<file path="config.mk">
export PLATFORM = sky130hd
export DESIGN_NAME = rmis_mul
export DESIGN_NICKNAME = d
export VERILOG_FILES = /design/src/hw/rtl/rmis_mul.sv
export SDC_FILE = /design/constraint.sdc
export NUM_CORES = 2
export LEC_CHECK = 0
export ABC_CLOCK_PERIOD_IN_PS = 11300
export BUFFER_PORTS_ARGS = -buffer_cell sky130_fd_sc_hd__buf_2
export CORE_MARGIN = 5
export CORE_UTILIZATION = 30
export DETAILED_ROUTE_END_ITERATION = 10
export GPL_ROUTABILITY_DRIVEN = 0
export MAX_ROUTING_LAYER = met4
export PLACE_DENSITY = 0.52
export SYNTH_ARGS = -nofsm -noshare
export SYNTH_HDL_FRONTEND = slang
export SYNTH_SLANG_ARGS = --single-unit
</file>
<file path="constraint.sdc">
create_clock -name clk_i -period 11.3 [get_ports clk_i]
set_clock_uncertainty 0.2 [all_clocks]
set_input_delay 0.565 -clock clk_i [delete_from_list [all_inputs] [get_ports clk_i]]
set_output_delay 0.565 -clock clk_i [all_outputs]
set_load 0.01 [all_outputs]
</file>
<file path="src/hw/rtl/rmis_mul.sv">
// 64-bit wrapping multiply built from one 32x32 multiplier, used in turn for the low product and the two cross terms.
// The operands must hold steady from start until the product is consumed.
module rmis_mul (
  input  logic        clk_i,
  input  logic        rst_ni,
  input  logic        start_i,
  input  logic        consume_i,
  input  logic [63:0] a_i,
  input  logic [63:0] b_i,
  output logic        done_o,
  output logic [63:0] prod_o
);

  localparam logic [1:0] StIdle = 2'd0;
  localparam logic [1:0] StHiA  = 2'd1;
  localparam logic [1:0] StHiB  = 2'd2;
  localparam logic [1:0] StDone = 2'd3;

  logic [1:0]  state_q, state_d;
  logic [63:0] acc_q, acc_d;
  logic [31:0] mul_x, mul_y;
  logic [63:0] mul_p;

  always_comb begin
    case (state_q)
      StHiA: begin
        mul_x = a_i[63:32];
        mul_y = b_i[31:0];
      end
      StHiB: begin
        mul_x = a_i[31:0];
        mul_y = b_i[63:32];
      end
      default: begin
        mul_x = a_i[31:0];
        mul_y = b_i[31:0];
      end
    endcase
  end

  assign mul_p = 64'(mul_x) * 64'(mul_y);

  always_comb begin
    state_d = state_q;
    acc_d   = acc_q;
    case (state_q)
      StIdle: begin
        if (start_i) begin
          acc_d   = mul_p;
          state_d = StHiA;
        end
      end
      StHiA: begin
        // Cross terms only reach the upper word.
        acc_d   = {acc_q[63:32] + mul_p[31:0], acc_q[31:0]};
        state_d = StHiB;
      end
      StHiB: begin
        acc_d   = {acc_q[63:32] + mul_p[31:0], acc_q[31:0]};
        state_d = StDone;
      end
      StDone: begin
        if (consume_i) begin
          state_d = StIdle;
        end
      end
      default: state_d = StIdle;
    endcase
  end

  always_ff @(posedge clk_i or negedge rst_ni) begin
    if (!rst_ni) begin
      state_q <= StIdle;
    end else begin
      state_q <= state_d;
    end
  end

  always_ff @(posedge clk_i) begin
    acc_q <= acc_d;
  end

  assign done_o = (state_q == StDone);
  assign prod_o = acc_q;

endmodule

</file>
==> out/results.txt <==
CP delay by family, top - adder cells
Setup TNS - 0 ns
Vias in the first global route - 31,400
Min Clock Period, post-route - 10.58 ns
Clock Latency Late Sink - 0.36 ns
Tcrit/Tclk final - 0.936
Cell Count Post-Placement - 5,920
Crit. End Element - flop
RSZ-0062 raised after global routing - false
Clock tree buffer depth - 2
CP max stage delay - 0.90 ns
Die Ht - 363 um
Initial antenna violation count - 9
Pre-CTS setup slack - 0.918 ns
Die width - 363 um
Post-synth top cells - fa_1 (897), inv_1 (883), nand2_1 (720)
CP Data Arrival Time - 10.46 ns
Syn-to-layout area delta - 8.93%
Site row count - 129
Crit Path Max Fanout - 44
Setup CP Type - reg2reg
R2R Setup Slk - 0.72 ns
Number of I/O port buffers - 196
Post-synthesis cell type count - 78
Finished Layout Cells - 5,947
Worst path required time - 11.18 ns
Slew HR - 0.0922
Post-synth top area cell - fa_1
Starting DRC count in detailed routing - 2,420
Num CTS Buffers - 9
Layout cells sized above 1 - 0.0984
Slowest CP cell - mux2i_2
DRT Pass-1 Iters - 7
Post-Syn Area - 37,500 um^2
Synth top area cells - fa_1 (48%), ha_1 (10%), inv_1 (8.8%)
Top-count cell post-synth - fa_1
Most frequent CP cell - fa_1
Post-synth EDFFs - 64
Die area - 132,000 um^2
Io pins - 197
Final #Nets - 5,625
Yosys top cell area share - 0.479
Post-CTS Repair Setup Buffers - 0
PnR worst setup slack - 0.718 ns
Final Hold Vio Count - 0
Starting Density - 0.302
Largest net degree at the start of global routing - 63
Maximum clock rate - 94.5 MHz
Routed Antenna Nets - 0
WP buf/inv - 5
Least-Margin Pin Slew - 1.32 ns
DR DRC count - 0
Routed Wire Length - 136 mm
Sequential area share after synthesis - 0.0526
Routed vias - 29,600
Outcome - finished clean
Max_cap viols - 0
CTS tree - yes
Async set or reset register ratio after synthesis - 0.0303
CTS H-tree depth - 3
Syn Inst Count - 4,191
Syn_nets - 5,521
Detailed-placement wirelength estimate - 116 mm
WL per Instance - 22.8 um
Flops & latches, synth - 66
First-pass GRT wire length - 204 mm
Fin. max-slew vios - 0
Worst Hold Class - in2async
Vias per inst - 4.98
CP Launch Type - flop
Root Driver - clkbuf_16
Core area - 124,000 um^2
Total grt overflow - 0
GR Util All Layers - 0.212
Clock Pin Slew Worst Setup and Hold Paths - 0.08 ns
Post_cts resized - 0
Top FF cell, synth - edfxtp_1
Clock Sinks - 66
Syn Area/Cell - 8.94 um^2
Synth warnings - 0
# setup viols final - 0
-- final timing paths --
kind	start	end	cells past startpoint
min in group clk_i	state_q[0]	state_q[0]	1
setup reg to reg	state_q[1]	prod_o[61]	34
hold reg to reg	state_q[0]	state_q[0]	1
setup / recovery	state_q[1]	prod_o[61]	34
max in group asynchronous	rst_ni	state_q[0]	2
hold / removal	rst_ni	state_q[1]	2
-- worst reg2reg max path, delay by kind of cell, from the launching register on --
family	cells	cell delay [ns]
adder cells (fa/ha/maj)	11	4.57
AO/OA/AOI/OAI	9	1.72
AND/OR/NAND/NOR	6	0.96
buffers and inverters	5	0.93
multiplexers	1	0.93
XOR/XNOR	2	0.55
flip-flops	1	0.43
-- per-layer routing --
layer	global-route usage	share of wire	vias to the layer above
met4	0.0645	0.038	0
li1	-	-	12800
met1	0.282	0.42	15300
met5	-	0	-
met2	0.328	0.45	1276
met3	0.0449	0.095	223
-- area by class of cell --
class,instances,area [um^2]
flip-flops and latches,66,1970
multi-input cells,3040,31500
fillers,13000,83100
diodes,10,25.0
repair buffers,295,1740
well taps,1637,2050
clock inverters,7,45.0
inverters,883,3310
clock buffers,9,225
-- flip-flops by register name, summed over array words and instances (netlist names) --
name     count
prod_o      64
state_q      2
-- per-stage QoR --
stage | instance area [um^2] | hold slack (ns) | util
after floorplan | 37500 | 0.0694 | -
after global placement | 40500 | 0.190 | 0.327
after detailed placement | 40500 | 0.195 | 0.327
after CTS | 40800 | 0.436 | 0.329
after global routing | 40800 | 0.479 | 0.329
final | 40800 | 0.432 | 0.329
-- cell usage in the layout, fill, tap and decap left out, drive strengths merged, types with 8 or more instances in the layout --
| cell | netlist | final |
|---|---|---|
| nand2b | 15 | 15 |
| xnor2 | 57 | 57 |
| buf | 22 | 294 |
| diode | 0 | 10 |
| edfxtp | 64 | 64 |
| nor2 | 407 | 407 |
| inv | 883 | 884 |
| a31oi | 16 | 16 |
| fa | 897 | 897 |
| and2 | 50 | 50 |
| o21ai | 80 | 80 |
| clkbuf | 180 | 9 |
| nand3 | 23 | 23 |
| and3 | 11 | 11 |
| mux2 | 62 | 62 |
| xor2 | 28 | 28 |
| mux2i | 58 | 58 |
| a21oi | 102 | 102 |
| nor2b | 15 | 15 |
| nor3 | 8 | 8 |
| nand4 | 19 | 19 |
| o21a | 10 | 10 |
| o31ai | 9 | 9 |
| o21bai | 14 | 14 |
| a211oi | 14 | 14 |
| nand2 | 720 | 720 |
| a21o | 49 | 49 |
| ha | 301 | 301 |
-- cells by family after synthesis --
logic type               synth area share
buffers and inverters               0.112
flip-flops                         0.0526
adder cells (fa/ha/maj)             0.580
AND/OR/NAND/NOR                     0.140
XOR/XNOR                           0.0199
AO/OA/AOI/OAI                      0.0619
multiplexers                       0.0341
-- repair_timing --
item / 4_1_cts / 5_1_grt
hold endpoints to repair: 2 / 0
hold buffers: 1 / 0
endpoints found under the setup margin: 0 / 0
Power is left out: the tool's default activity adds up to more than one toggle a clock period on the data nets, which glitch-free logic cannot reach.
